### config.mk
export PLATFORM = sky130hd
export DESIGN_NAME = substring_match_position_scorer
export DESIGN_NICKNAME = d
export VERILOG_FILES = /design/src/rtl/core/smps_pkg.sv /design/src/rtl/core/smps_front.sv /design/src/rtl/core/smps_fifo.sv /design/src/rtl/core/smps_match.sv /design/src/rtl/core/smps_score.sv /design/src/rtl/core/substring_match_position_scorer.sv
export VERILOG_INCLUDE_DIRS = /design/src /design/src/rtl/core
export SDC_FILE = /design/constraint.sdc
export NUM_CORES = 2
export LEC_CHECK = 0
export BUFFER_PORTS_ARGS = -buffer_cell sky130_fd_sc_hd__buf_2
export CAP_MARGIN = 10
export CORE_MARGIN = 8
export CORE_UTILIZATION = 40
export CTS_BUF_LIST = sky130_fd_sc_hd__clkbuf_16
export CTS_CLUSTER_DIAMETER = 150
export DETAILED_ROUTE_END_ITERATION = 6
export RECOVER_POWER = 50
export SLEW_MARGIN = 0
export SYNTH_ARGS = -nofsm -noshare
export SYNTH_HDL_FRONTEND = slang
export SYNTH_SLANG_ARGS = --single-unit
### constraint.sdc
create_clock -name clk -period 24.1 [get_ports clk]
set_clock_uncertainty 0.15 [all_clocks]
set_input_delay 3.615 -clock clk [delete_from_list [all_inputs] [get_ports clk]]
set_output_delay 3.615 -clock clk [all_outputs]
set_load 0.02 [all_outputs]
### src/rtl/core/substring_match_position_scorer_defines.svh
// ----------------------------------------------------------------------------
// substring_match_position_scorer_defines
// assertion macros shared by the scorer modules
// ----------------------------------------------------------------------------
`ifndef SUBSTRING_MATCH_POSITION_SCORER_DEFINES_SVH
`define SUBSTRING_MATCH_POSITION_SCORER_DEFINES_SVH

// invariant checked on every clock edge out of reset
`define SMPS_ASSERT_ALWAYS(lbl, cond, msg) \
  lbl: assert property (@(posedge clk) disable iff (!rst_n) (cond)) else $error(msg);

// same-cycle implication
`define SMPS_ASSERT_IMPL(lbl, ante, cons, msg) \
  lbl: assert property (@(posedge clk) disable iff (!rst_n) (ante) |-> (cons)) else $error(msg);

`endif

### src/rtl/core/smps_pkg.sv
// ----------------------------------------------------------------------------
// smps_pkg
// types, constants and reset values of the substring match position scorer
// ----------------------------------------------------------------------------
package smps_pkg;

  localparam int PAT_MAX    = 64;
  localparam int LANE_W     = $clog2(PAT_MAX);
  localparam int LEN_W      = $clog2(PAT_MAX + 1);
  localparam int FIFO_DEPTH = 4;
  localparam int FIFO_AW    = $clog2(FIFO_DEPTH);
  localparam int CFG_IDX_W  = 3;
  localparam int CFG_DATA_W = 24;
  localparam int DELIM_SLOTS = 3;

  localparam logic [LEN_W-1:0]   LEN_FULL  = LEN_W'(PAT_MAX);
  localparam logic [FIFO_AW:0]   FIFO_FULL = (FIFO_AW + 1)'(FIFO_DEPTH);
  localparam logic [FIFO_AW-1:0] FIFO_LAST = FIFO_AW'(FIFO_DEPTH - 1);
  localparam logic [15:0]        POS_MAX   = 16'hFFFF;

  localparam logic [7:0] ASCII_UPPER_A = 8'h41;
  localparam logic [7:0] ASCII_UPPER_Z = 8'h5A;
  localparam logic [7:0] ASCII_CASE_GAP = 8'h20;

  typedef enum logic {
    OP_PATTERN = 1'b0,
    OP_TEXT    = 1'b1
  } op_t;

  typedef enum logic [CFG_IDX_W-1:0] {
    CFG_MIN_WEIGHT  = 3'd0,
    CFG_MAX_WEIGHT  = 3'd1,
    CFG_USE_DELIM   = 3'd2,
    CFG_DELIM_CHARS = 3'd3,
    CFG_DELIM_COUNT = 3'd4
  } cfg_idx_t;

  typedef enum logic {
    MS_RUN,
    MS_PASS
  } match_state_t;

  typedef struct packed {
    logic       operation;
    logic [7:0] char_code;
    logic       last;
  } in_item_t;

  typedef struct packed {
    logic [15:0] score;
    logic        found;
  } out_item_t;

  typedef struct packed {
    logic [15:0] min_weight;
    logic [15:0] max_weight;
    logic        use_delimiter;
    logic [23:0] delimiter_chars;
    logic [1:0]  delimiter_count;
  } cfg_t;

  localparam cfg_t CFG_RESET = '{
    min_weight:      16'd0,
    max_weight:      16'd1000,
    use_delimiter:   1'b1,
    delimiter_chars: 24'h2B5F2D,
    delimiter_count: 2'd3
  };

  // classified item between front and match engine
  typedef struct packed {
    op_t        op;
    logic [7:0] chr;
    logic       last;
  } work_item_t;

  // match engine result for the scoring stage
  typedef struct packed {
    logic        clr;
    logic        text;
    logic        last;
    logic        hit;
    logic [15:0] start;
    logic [7:0]  prev_chr;
  } hit_info_t;

endpackage

### src/rtl/core/smps_front.sv
// ----------------------------------------------------------------------------
// smps_front
// input register: accepts items, decodes the operation and folds case
// ----------------------------------------------------------------------------
module smps_front (
  input  logic                   clk,
  input  logic                   rst_n,
  input  logic                   in_valid,
  output logic                   in_ready,
  input  smps_pkg::in_item_t     in_data,
  output logic                   wr_valid,
  input  logic                   wr_ready,
  output smps_pkg::work_item_t   wr_item
);

  logic                 hold_valid_r;
  smps_pkg::work_item_t hold_r;
  logic [7:0]           folded;

  always_comb begin
    folded = in_data.char_code;
    if (in_data.char_code >= smps_pkg::ASCII_UPPER_A &&
        in_data.char_code <= smps_pkg::ASCII_UPPER_Z) begin
      folded = in_data.char_code + smps_pkg::ASCII_CASE_GAP;
    end
  end

  assign in_ready = !hold_valid_r || wr_ready;

  always_ff @(posedge clk) begin
    if (!rst_n) begin
      hold_valid_r <= 1'b0;
    end else if (in_ready) begin
      hold_valid_r <= in_valid;
    end
  end

  always_ff @(posedge clk) begin
    if (in_valid && in_ready) begin
      hold_r.op   <= smps_pkg::op_t'(in_data.operation);
      hold_r.chr  <= folded;
      hold_r.last <= in_data.last;
    end
  end

  assign wr_valid = hold_valid_r;
  assign wr_item  = hold_r;

endmodule

### src/rtl/core/smps_fifo.sv
// ----------------------------------------------------------------------------
// smps_fifo
// short queue between the front register and the match engine
// ----------------------------------------------------------------------------
`include "substring_match_position_scorer_defines.svh"

module smps_fifo (
  input  logic                 clk,
  input  logic                 rst_n,
  input  logic                 push_valid,
  output logic                 push_ready,
  input  smps_pkg::work_item_t push_item,
  output logic                 pop_valid,
  input  logic                 pop_ready,
  output smps_pkg::work_item_t pop_item
);

  smps_pkg::work_item_t             mem_r [smps_pkg::FIFO_DEPTH];
  logic [smps_pkg::FIFO_AW-1:0]     wr_ptr_r;
  logic [smps_pkg::FIFO_AW-1:0]     rd_ptr_r;
  logic [smps_pkg::FIFO_AW:0]       count_r;
  logic                             push;
  logic                             pop;

  assign push_ready = count_r != smps_pkg::FIFO_FULL;
  assign pop_valid  = count_r != '0;
  assign pop_item   = mem_r[rd_ptr_r];
  assign push       = push_valid && push_ready;
  assign pop        = pop_valid && pop_ready;

  always_ff @(posedge clk) begin
    if (!rst_n) begin
      wr_ptr_r <= '0;
      rd_ptr_r <= '0;
      count_r  <= '0;
    end else begin
      if (push) begin
        wr_ptr_r <= (wr_ptr_r == smps_pkg::FIFO_LAST) ? '0 : wr_ptr_r + 1'b1;
      end
      if (pop) begin
        rd_ptr_r <= (rd_ptr_r == smps_pkg::FIFO_LAST) ? '0 : rd_ptr_r + 1'b1;
      end
      if (push && !pop) begin
        count_r <= count_r + 1'b1;
      end else if (pop && !push) begin
        count_r <= count_r - 1'b1;
      end
    end
  end

  always_ff @(posedge clk) begin
    if (push) begin
      mem_r[wr_ptr_r] <= push_item;
    end
  end

  `SMPS_ASSERT_ALWAYS(a_fifo_bound, count_r <= smps_pkg::FIFO_FULL, "fifo count overflow")
  `SMPS_ASSERT_IMPL(a_fifo_empty_ptrs, count_r == '0, wr_ptr_r == rd_ptr_r, "empty fifo pointers differ")

endmodule

### src/rtl/core/smps_match.sv
// ----------------------------------------------------------------------------
// smps_match
// pattern store, per-lane prefix match vector, 1 text byte/cycle if no stall
// ----------------------------------------------------------------------------
`include "substring_match_position_scorer_defines.svh"

module smps_match (
  input  logic                 clk,
  input  logic                 rst_n,
  input  logic                 q_valid,
  output logic                 q_ready,
  input  smps_pkg::work_item_t q_item,
  output logic                 hit_valid,
  input  logic                 hit_ready,
  output smps_pkg::hit_info_t  hit_info
);

  logic [7:0]                    pat_r  [smps_pkg::PAT_MAX];
  logic [7:0]                    hist_r [smps_pkg::PAT_MAX];
  logic [smps_pkg::PAT_MAX-1:0]  lane_r;
  logic [smps_pkg::PAT_MAX-1:0]  lane_nxt;
  logic [smps_pkg::PAT_MAX-1:0]  m_new;
  logic [smps_pkg::PAT_MAX:0]    lane_ext;
  logic [smps_pkg::LEN_W-1:0]    len_r;
  logic                          done_r;
  logic [15:0]                   pos_r;
  smps_pkg::match_state_t        state_r;
  smps_pkg::match_state_t        state_nxt;
  logic [smps_pkg::LANE_W-1:0]   k_r;
  logic [smps_pkg::LANE_W-1:0]   j_r;
  logic                          ok_r;
  logic                          hit_valid_r;
  smps_pkg::hit_info_t           hit_r;

  logic                          slot_free;
  logic                          pop;
  logic                          is_text;
  logic                          clr;
  logic                          fits;
  logic                          pass_go;
  logic                          pass_eq;
  logic                          pass_end;
  logic                          hit_raw;
  logic [smps_pkg::LEN_W-1:0]    len_eff;
  logic [smps_pkg::LEN_W-1:0]    len_dec;
  logic [smps_pkg::LANE_W-1:0]   len_m1;
  logic [15:0]                   start;

  assign slot_free = !hit_valid_r || hit_ready;
  assign pop       = q_valid && slot_free && (state_r == smps_pkg::MS_RUN);
  assign is_text   = q_item.op == smps_pkg::OP_TEXT;
  assign clr       = !is_text && done_r;
  assign len_eff   = clr ? '0 : len_r;
  assign fits      = len_eff < smps_pkg::LEN_FULL;
  // appended byte after text has streamed: rebuild its lane from history
  assign pass_go   = pop && !is_text && !clr && fits && (pos_r > 16'(len_r));
  assign len_dec   = len_r - 1'b1;
  assign len_m1    = len_dec[smps_pkg::LANE_W-1:0];
  assign pass_eq   = hist_r[k_r] == pat_r[j_r - k_r];
  assign pass_end  = k_r == j_r;

  assign lane_ext = {lane_r, 1'b1};

  always_comb begin
    for (int i = 0; i < smps_pkg::PAT_MAX; i++) begin
      m_new[i] = lane_ext[i] && (pat_r[i] == q_item.chr) && (i < int'(len_r));
    end
  end

  assign hit_raw = (len_r != '0) && m_new[len_m1];
  assign start   = (pos_r == smps_pkg::POS_MAX) ? smps_pkg::POS_MAX : pos_r - 16'(len_m1);

  always_comb begin
    state_nxt = state_r;
    q_ready   = 1'b0;
    case (state_r)
      smps_pkg::MS_RUN: begin
        q_ready = slot_free;
        if (pass_go) begin
          state_nxt = smps_pkg::MS_PASS;
        end
      end
      smps_pkg::MS_PASS: begin
        if (pass_end) begin
          state_nxt = smps_pkg::MS_RUN;
        end
      end
      default: state_nxt = smps_pkg::MS_RUN;
    endcase
  end

  always_comb begin
    lane_nxt = lane_r;
    if (pop && is_text) begin
      lane_nxt = q_item.last ? '0 : m_new;
    end else if (pop && clr) begin
      lane_nxt = '0;
    end else if (state_r == smps_pkg::MS_PASS && pass_end) begin
      lane_nxt[j_r] = ok_r && pass_eq;
    end
  end

  always_ff @(posedge clk) begin
    if (!rst_n) begin
      state_r     <= smps_pkg::MS_RUN;
      lane_r      <= '0;
      len_r       <= '0;
      done_r      <= 1'b0;
      pos_r       <= '0;
      hit_valid_r <= 1'b0;
    end else begin
      state_r <= state_nxt;
      lane_r  <= lane_nxt;
      if (pop) begin
        hit_valid_r <= 1'b1;
        if (is_text) begin
          if (q_item.last) begin
            pos_r <= '0;
          end else if (pos_r != smps_pkg::POS_MAX) begin
            pos_r <= pos_r + 1'b1;
          end
        end else begin
          if (fits) begin
            len_r <= len_eff + 1'b1;
          end
          done_r <= q_item.last;
          if (clr) begin
            pos_r <= '0;
          end
        end
      end else if (hit_ready) begin
        hit_valid_r <= 1'b0;
      end
    end
  end

  always_ff @(posedge clk) begin
    if (pop && !is_text && fits) begin
      pat_r[len_eff[smps_pkg::LANE_W-1:0]] <= q_item.chr;
    end
    if (pop && is_text) begin
      hist_r[0] <= q_item.chr;
      for (int i = 1; i < smps_pkg::PAT_MAX; i++) begin
        hist_r[i] <= hist_r[i-1];
      end
    end
    if (pop) begin
      hit_r.clr      <= clr;
      hit_r.text     <= is_text;
      hit_r.last     <= is_text && q_item.last;
      hit_r.hit      <= hit_raw;
      hit_r.start    <= start;
      hit_r.prev_chr <= hist_r[len_m1];
    end
    if (pass_go) begin
      k_r  <= '0;
      j_r  <= len_r[smps_pkg::LANE_W-1:0];
      ok_r <= 1'b1;
    end else if (state_r == smps_pkg::MS_PASS && !pass_end) begin
      k_r  <= k_r + 1'b1;
      ok_r <= ok_r && pass_eq;
    end
  end

  assign hit_valid = hit_valid_r;
  assign hit_info  = hit_r;

  `SMPS_ASSERT_IMPL(a_pass_count, state_r == smps_pkg::MS_PASS, k_r <= j_r, "pass index past lane")
  `SMPS_ASSERT_IMPL(a_pass_lane, state_r == smps_pkg::MS_PASS, int'(len_r) == int'(j_r) + 1, "pass lane is not the newest pattern byte")

endmodule

### src/rtl/core/smps_score.sv
// ----------------------------------------------------------------------------
// smps_score
// first-match tracking, position scoring and the result register
// ----------------------------------------------------------------------------
`include "substring_match_position_scorer_defines.svh"

module smps_score (
  input  logic                 clk,
  input  logic                 rst_n,
  input  smps_pkg::cfg_t       cfg,
  input  logic                 hit_valid,
  output logic                 hit_ready,
  input  smps_pkg::hit_info_t  hit_info,
  output logic                 out_valid,
  input  logic                 out_ready,
  output smps_pkg::out_item_t  out_data
);

  logic                 out_valid_r;
  smps_pkg::out_item_t  out_r;
  logic                 seen_r;
  logic [15:0]          score_r;

  logic                 out_free;
  logic                 take;
  logic                 emit;
  logic                 delim;
  logic                 new_hit;
  logic                 seen_now;
  logic [15:0]          sc;
  logic [15:0]          score_now;

  assign out_free  = !out_valid_r || out_ready;
  assign hit_ready = !(hit_info.text && hit_info.last) || out_free;
  assign take      = hit_valid && hit_ready;
  assign emit      = take && hit_info.text && hit_info.last;

  always_comb begin
    delim = 1'b0;
    for (int k = 0; k < smps_pkg::DELIM_SLOTS; k++) begin
      if (k < int'(cfg.delimiter_count) &&
          cfg.delimiter_chars[8*k +: 8] == hit_info.prev_chr) begin
        delim = 1'b1;
      end
    end
  end

  always_comb begin
    if (hit_info.start == '0) begin
      sc = cfg.max_weight;
    end else if (cfg.use_delimiter && delim) begin
      sc = (cfg.max_weight > 16'd1) ? cfg.max_weight - 16'd1 : '0;
    end else begin
      sc = (cfg.max_weight > hit_info.start) ? cfg.max_weight - hit_info.start - 16'd1 : '0;
    end
  end

  assign new_hit   = hit_info.hit && !seen_r;
  assign seen_now  = seen_r || new_hit;
  assign score_now = new_hit ? sc : score_r;

  always_ff @(posedge clk) begin
    if (!rst_n) begin
      out_valid_r <= 1'b0;
      seen_r      <= 1'b0;
      score_r     <= '0;
    end else begin
      if (emit) begin
        out_valid_r <= 1'b1;
      end else if (out_ready) begin
        out_valid_r <= 1'b0;
      end
      if (take) begin
        if (hit_info.clr || emit) begin
          seen_r  <= 1'b0;
          score_r <= '0;
        end else if (hit_info.text) begin
          seen_r  <= seen_now;
          score_r <= score_now;
        end
      end
    end
  end

  always_ff @(posedge clk) begin
    if (emit) begin
      out_r.score <= seen_now ? score_now : cfg.min_weight;
      out_r.found <= seen_now;
    end
  end

  assign out_valid = out_valid_r;
  assign out_data  = out_r;

  `SMPS_ASSERT_IMPL(a_score_clear, !seen_r, score_r == '0, "score held without a match")

endmodule

### src/rtl/core/substring_match_position_scorer.sv
// ----------------------------------------------------------------------------
// substring_match_position_scorer
// case-insensitive first-occurrence search with position-based scoring
// ----------------------------------------------------------------------------
// Pattern bytes (operation 0) load a pattern of up to 64 bytes; the byte
// marked last completes it, and the next pattern byte starts a new pattern
// and clears the text side. Text bytes (operation 1) stream in and one
// result (score, found) follows each text byte marked last. Both sides are
// compared after folding A-Z to lower case. Items are taken at one per
// cycle while the output side does not stall: a per-lane prefix match
// vector advances once per text byte. The exception is a pattern byte that
// extends the pattern after more bytes of the current text have arrived
// than the pattern held: the match engine then rebuilds that lane from the
// stored history, one byte a cycle, while the input queue keeps filling. A
// result passes the input register, the queue, the match stage register
// and the output register, with scoring done as the output register
// loads. The pattern store needs no clearing after reset.
// ----------------------------------------------------------------------------
module substring_match_position_scorer (
  input  logic                              clk,
  input  logic                              rst_n,
  input  logic                              in_valid,
  output logic                              in_ready,
  input  smps_pkg::in_item_t                in_data,
  output logic                              out_valid,
  input  logic                              out_ready,
  output smps_pkg::out_item_t               out_data,
  input  logic                              cfg_we,
  input  logic [smps_pkg::CFG_IDX_W-1:0]    cfg_index,
  input  logic [smps_pkg::CFG_DATA_W-1:0]   cfg_wdata
);

  smps_pkg::cfg_t       cfg_r;
  logic                 fr_valid;
  logic                 fr_ready;
  smps_pkg::work_item_t fr_item;
  logic                 q_valid;
  logic                 q_ready;
  smps_pkg::work_item_t q_item;
  logic                 hit_valid;
  logic                 hit_ready;
  smps_pkg::hit_info_t  hit_info;

  always_ff @(posedge clk) begin
    if (!rst_n) begin
      cfg_r <= smps_pkg::CFG_RESET;
    end else if (cfg_we) begin
      case (smps_pkg::cfg_idx_t'(cfg_index))
        smps_pkg::CFG_MIN_WEIGHT:  cfg_r.min_weight      <= cfg_wdata[15:0];
        smps_pkg::CFG_MAX_WEIGHT:  cfg_r.max_weight      <= cfg_wdata[15:0];
        smps_pkg::CFG_USE_DELIM:   cfg_r.use_delimiter   <= cfg_wdata[0];
        smps_pkg::CFG_DELIM_CHARS: cfg_r.delimiter_chars <= cfg_wdata[23:0];
        smps_pkg::CFG_DELIM_COUNT: cfg_r.delimiter_count <= cfg_wdata[1:0];
        default:                   cfg_r                 <= cfg_r;
      endcase
    end
  end

  smps_front u_front (
    .clk      (clk),
    .rst_n    (rst_n),
    .in_valid (in_valid),
    .in_ready (in_ready),
    .in_data  (in_data),
    .wr_valid (fr_valid),
    .wr_ready (fr_ready),
    .wr_item  (fr_item)
  );

  smps_fifo u_fifo (
    .clk        (clk),
    .rst_n      (rst_n),
    .push_valid (fr_valid),
    .push_ready (fr_ready),
    .push_item  (fr_item),
    .pop_valid  (q_valid),
    .pop_ready  (q_ready),
    .pop_item   (q_item)
  );

  smps_match u_match (
    .clk       (clk),
    .rst_n     (rst_n),
    .q_valid   (q_valid),
    .q_ready   (q_ready),
    .q_item    (q_item),
    .hit_valid (hit_valid),
    .hit_ready (hit_ready),
    .hit_info  (hit_info)
  );

  smps_score u_score (
    .clk       (clk),
    .rst_n     (rst_n),
    .cfg       (cfg_r),
    .hit_valid (hit_valid),
    .hit_ready (hit_ready),
    .hit_info  (hit_info),
    .out_valid (out_valid),
    .out_ready (out_ready),
    .out_data  (out_data)
  );

endmodule

* Word level (Yosys, flattened, before mapping)
Memory sizes are Yosys's and may differ from the RTL's. A register that Yosys moved wholly into a read port is not among the register bits. Index checks and enable logic that the tools add are counted.
Storage, ports and cells: RAM bits 1064, output and inout bits 19, bits in registers 235, input bits 42, memories kept 3, logic and storage cells 448
Cells by class: equal/unequal tests 79, order comparisons 76, muxes and demuxes 50, bitwise gates (word level) 2, add/subtract/negate cells 14, reductions and logical operators 193
Memory list:
- u_match.hist_r | words 64, bits a word 8, read ports 65, clocked after memory_dff 2, write ports 64, RTL line smps_match.sv:19 | logic [7:0] hist_r [smps_pkg::PAT_MAX];
- u_match.pat_r | words 64, bits a word 8, read ports 65, clocked after memory_dff 0, write ports 1, RTL line smps_match.sv:18 | logic [7:0] pat_r [smps_pkg::PAT_MAX];
- u_fifo.mem_r | words 4, bits a word 10, read ports 1, clocked after memory_dff 1, write ports 1, RTL line smps_fifo.sv:18 | smps_pkg::work_item_t mem_r [smps_pkg::FIFO_DEPTH];
Operator list (count):
- $eq 8x8->1 | 68
- $mux 64 | 4
- $lt 6x7->1 const A | 32
- $mux 16 | 12
- $logic_and 1x1->1 | 158
- $lt 5x7->1 const A | 16
- $bwmux 64 | 1
- $lt 4x7->1 const A | 8
- $sub 16x1->16 const B | 2
- $lt 3x7->1 const A | 4
- $mux 1 | 20
- $add 16x1->16 const B | 1
- $eq 16x16->1 const B | 1
- $gt 16x1->1 const B | 1
- $gt 16x16->1 | 1
- $gt 16x7->1 | 1
- $logic_not 16->1 | 1
- $ne 16x16->1 const B | 1
- $sub 16x16->16 | 1
- $sub 16x6->16 | 1
- $lt 1x7->1 const A | 2
- $lt 2x7->1 const A | 2
- $lt 6x7->1 const B | 2
- $reduce_and 2->1 | 7
- other kinds (37) | 67

* Logic depth before layout (Yosys ltp)
depth in word-level cells 12, depth in mapped cells 19, gate-level depth less buffers 14

* Cells and area by module
A second synthesis with hierarchy kept.
Second synthesis, totals: cells, all modules 4587, area total of the unflattened synthesis 65869.4 um2
By module, submodules not included:
- smps_match | cells each 3819, instances 1, area each 57828.0 um2, sequential area each 33812.4 um2
- smps_score | cells each 401, instances 1, area each 3263.1 um2, sequential area each 870.8 um2
- substring_match_position_scorer | cells each 238, instances 1, area each 2431.1 um2, sequential area each 1181.1 um2
- smps_fifo | cells each 103, instances 1, area each 1920.6 um2, sequential area each 1381.3 um2
- smps_front | cells each 26, instances 1, area each 426.7 um2, sequential area each 320.3 um2

* Worst setup path before layout
No wires, ideal clock.
path kind input port to flip-flop, from in out_ready, to mem u_match.hist_r[0][0], enable pin, path slack 6724 ps, path buffers 0, setup time 947 ps, stages 4, arrival time 16279 ps, data required time 23003 ps, cells stage by stage nand2b_1 o21ai_1 inv_1 and2_1
RTL lines:
- start: declaration | RTL line substring_match_position_scorer.sv:26 | input logic out_ready,
- end: declaration | RTL line smps_match.sv:19

==> out/qor.csv <==
metric,value,unit
Tcrit/Tclk final,0.486,
vias after detailed routing,43500,
TritonCTS clock tree,yes,
HP Start,u_match.hist_r[1][4]$_DFFE_PP_,
CTS sink count,1314,
mux contribution to synthesized area,0.160,
clock latency on the worst-skew pair,0.79,ns
ys async rst share,0,
Total GRT Usage,0.209,
ys flop type,edfxtp_1,
worst path required time,24.50,ns
failing checks,"design-rule violations, max-capacitance violations, max-slew violations",
largest family of logic cells by synthesized area,multiplexers,
Initial Utilization,0.401,
first-pass GRT wire length,287000,µm
Clock Pin Slew Worst Setup and Hold Paths,0.06,ns
power density over cell area,141,mW/mm²
hold buffers post-CTS,0,
DRC viols,1,
Slew headroom,-3.47,
hold path endpoint,u_match.hist_r[2][4]$_DFFE_PP_,
die area,0.178,mm²
TritonCTS Buffers,140,
Final Critical Period,11.72,ns
hold crit path type,flip-flop to flip-flop,
Die X,422,µm
fmax,85.3,MHz
post-synthesis simple-gate area fraction,0.0918,
post-synthesis register bit count,1314,
Worst R2R Path Depth,12,
Worst R2R Setup Slack,12.38,ns
"Setup Fix Bufs, Post-CTS",0,
TritonRoute pass-1 iters,7,
synthesized area,0.0660,mm²
Final setup viols,0,
GR peak layer,met2,
Worst setup EP type,flip-flop,
compound-gate portion of the synthesized area,0.0693,
initial antenna violation count,3,
Pins Over Slew Limit,1263,
via/cell ratio,6.16,
total global routing overflow,0,
met2 usage,0.316,
Post-Synth XOR/XNOR Area,0.0760,
Slew @ Worst Pin,6.70,ns
end of the worst register-to-register path,u_match.hit_info[24]$_DFFE_PP_,
critical path data arrival time,12.11,ns
largest net degree at the start of global routing,107,
most frequent cells in the layout,"edfxtp_1 (1125), mux4_2 (437), nand2_1 (420), xnor2_1 (388), nor2_1 (239)",
Syn Area/Cell,13.9,µm²
final WL,193000,µm
Clock Tree Buf Depth,3,
Netlist cell types,79,
hold path cells,0,
share of the synthesized area in the top cell type,0.512,
I/O pin count,61,
Final ANT Viol Nets,0,
fillers,14700,
# nets final,4847,
chip height,422,µm
worst vdd ir,0.0936,mV
CTS H-Tree Depth,4,
sequential area share after synthesis,0.569,
Worst Setup Start Kind,flip-flop,
Initial DRC Count,5319,
Hold Fails Final Rpt,0,
Synth-to-Final Area Change,10.7,%
area of the core,0.164,mm²
number of global-route vias before repair,42100,
I/O Buffers,60,
Adder-Cell Fraction of Synth Area,0.0103,
synth warn,0,
number of synthesized flops with an enable pin,1125,
status,"complete, but fails checks",
RSZ-0062 raised after global routing,no,
"area leader, netlist",edfxtp_1,
met1 usage,0.296,
post-CTS sizing,0,
Cell Rows,149,
CTS root buffer,clkbuf_16,
Pleak,0.0228,µW
post-layout power,10300,µW
Area contributors post-synth,"edfxtp_1 (51%), mux4_2 (15%), dfxtp_1 (5.7%)",
grt met3 use,0.0440,
DP Wirelength,125000,µm
max cap viols,27,
routed length per instance,27.3,µm
Syn Nets,4853,
Setup CP Type,flip-flop to flip-flop,
setup_tns,0,ns
layout cells sized above 1,0.170,
"commonest non-fill, non-tap cell in the layout",edfxtp_1,
Syn Inst Count,4759,
placer congestion estimate,0.937,
Crit Path Max Fanout,95,
flip-flops by register name, summed over array words and instances (netlist names), 10 cells and up, named ones only:
| signal | cells |
|---|---|
| u_score.out_data | 17 |
| u_fifo.mem_r | 40 |
| u_front.wr_item | 10 |
| u_match.pat_r | 512 |
| u_match.hist_r | 512 |
| u_match.hit_info | 28 |
| u_match.pos_r | 16 |
| u_score.score_r | 16 |
| u_match.lane_r | 63 |
| cfg_r | 59 |
how the worst max path moves through the flow:
stage / end / cells after the start / from / slack, ns
global placement: u_match.hist_r[56][1]$_DFFE_PP_ / 8 / out_ready / 15.51
detailed placement: u_match.hist_r[59][1]$_DFFE_PP_ / 8 / out_ready / 15.40
finish: u_match.hit_info[24]$_DFFE_PP_ / 12 / flip-flop / 12.38
CTS: u_match.hist_r[35][0]$_DFFE_PP_ / 8 / out_ready / 16.30
floorplan: u_match.hist_r[0][0]$_DFFE_PP_ / 4 / out_ready / 6.72
global route: u_match.hit_info[24]$_DFFE_PP_ / 12 / flip-flop / 12.00
cell type report:
type	count	area, µm²	area share
Sequential cell	1314	37600	0.515
Clock inverter	112	933	0.0128
Inverter	66	256	0.00351
Multi-Input combinational cell	3072	27000	0.370
Tap cell	2189	2740	0.0375
Timing Repair Buffer	159	948	0.0130
Clock buffer	143	3580	0.0490
Antenna cell	1	2.50	0.0000343
cells in the mapped netlist, drive strengths merged, types with 42 or more instances:
cell type,instances
ha,48
nor3,78
xnor2,391
dfxtp,189
inv,60
clkbuf,178
edfxtp,1125
mux4,437
buf,129
nand2,420
a21boi,61
o21ai,148
xor2,182
nor2,242
nor4,73
mux2i,49
o31ai,52
and3,53
nand4,79
a211oi,42
nand3,168
a21oi,138
cell families (layout without fill, tap and decap cells):
family	count (synthesis)	in the layout
buffers and inverters	373	480
adder cells (fa/ha/maj)	52	52
flip-flops	1314	1314
other	0	1
AND/OR/NAND/NOR	1266	1266
AO/OA/AOI/OAI	675	675
multiplexers	506	506
XOR/XNOR	573	573
per-layer routing:
metal,wire length [µm],vias to the layer above,part of all wire
met1,81100,22300,0.42
met4,8270,0,0.043
li1,-,18500,-
met2,86000,2233,0.45
met5,0,-,0
met3,17400,455,0.090
critical path, cell delays in order, from the launching register on:
cell	delay, ns
dfxtp_2	0.31
clkbuf_1	1.62
mux2_1	0.61
clkinvlp_2	0.91
clkbuf_1	4.53
xor2_1	0.14
nor4_1	0.42
nand4_1	0.14
nor4_1	0.87
mux4_2	0.42
a211oi_1	0.12
a311oi_1	0.42
o32a_1	0.45
where the power goes:
group	switching, µW	total, µW	internal [µW]
logic	2740	4570	1830
registers	359	3620	3260
clock network	926	2140	1210
total	4030	10300	6300
stage by stage:
| step | setup WS (ns) | util | cells | hold slack, ns | cell area (µm²) |
|---|---|---|---|---|---|
| 3_5_place_dp | 15.40 | 0.418 | 6800 | 0.299 | 68700 |
| 5_1_grt | 12.00 | 0.444 | 7056 | 0.317 | 73000 |
| 3_3_place_gp | 15.51 | 0.418 | 6800 | 0.292 | 68700 |
| 6_report | 12.38 | 0.444 | 7056 | 0.308 | 73000 |
| 2_1_floorplan | 6.72 | - | 4759 | 0.256 | 66000 |
| 4_1_cts | 16.30 | 0.445 | 7055 | 0.310 | 73200 |
Note: power is estimated with default switching activity, not from simulation.
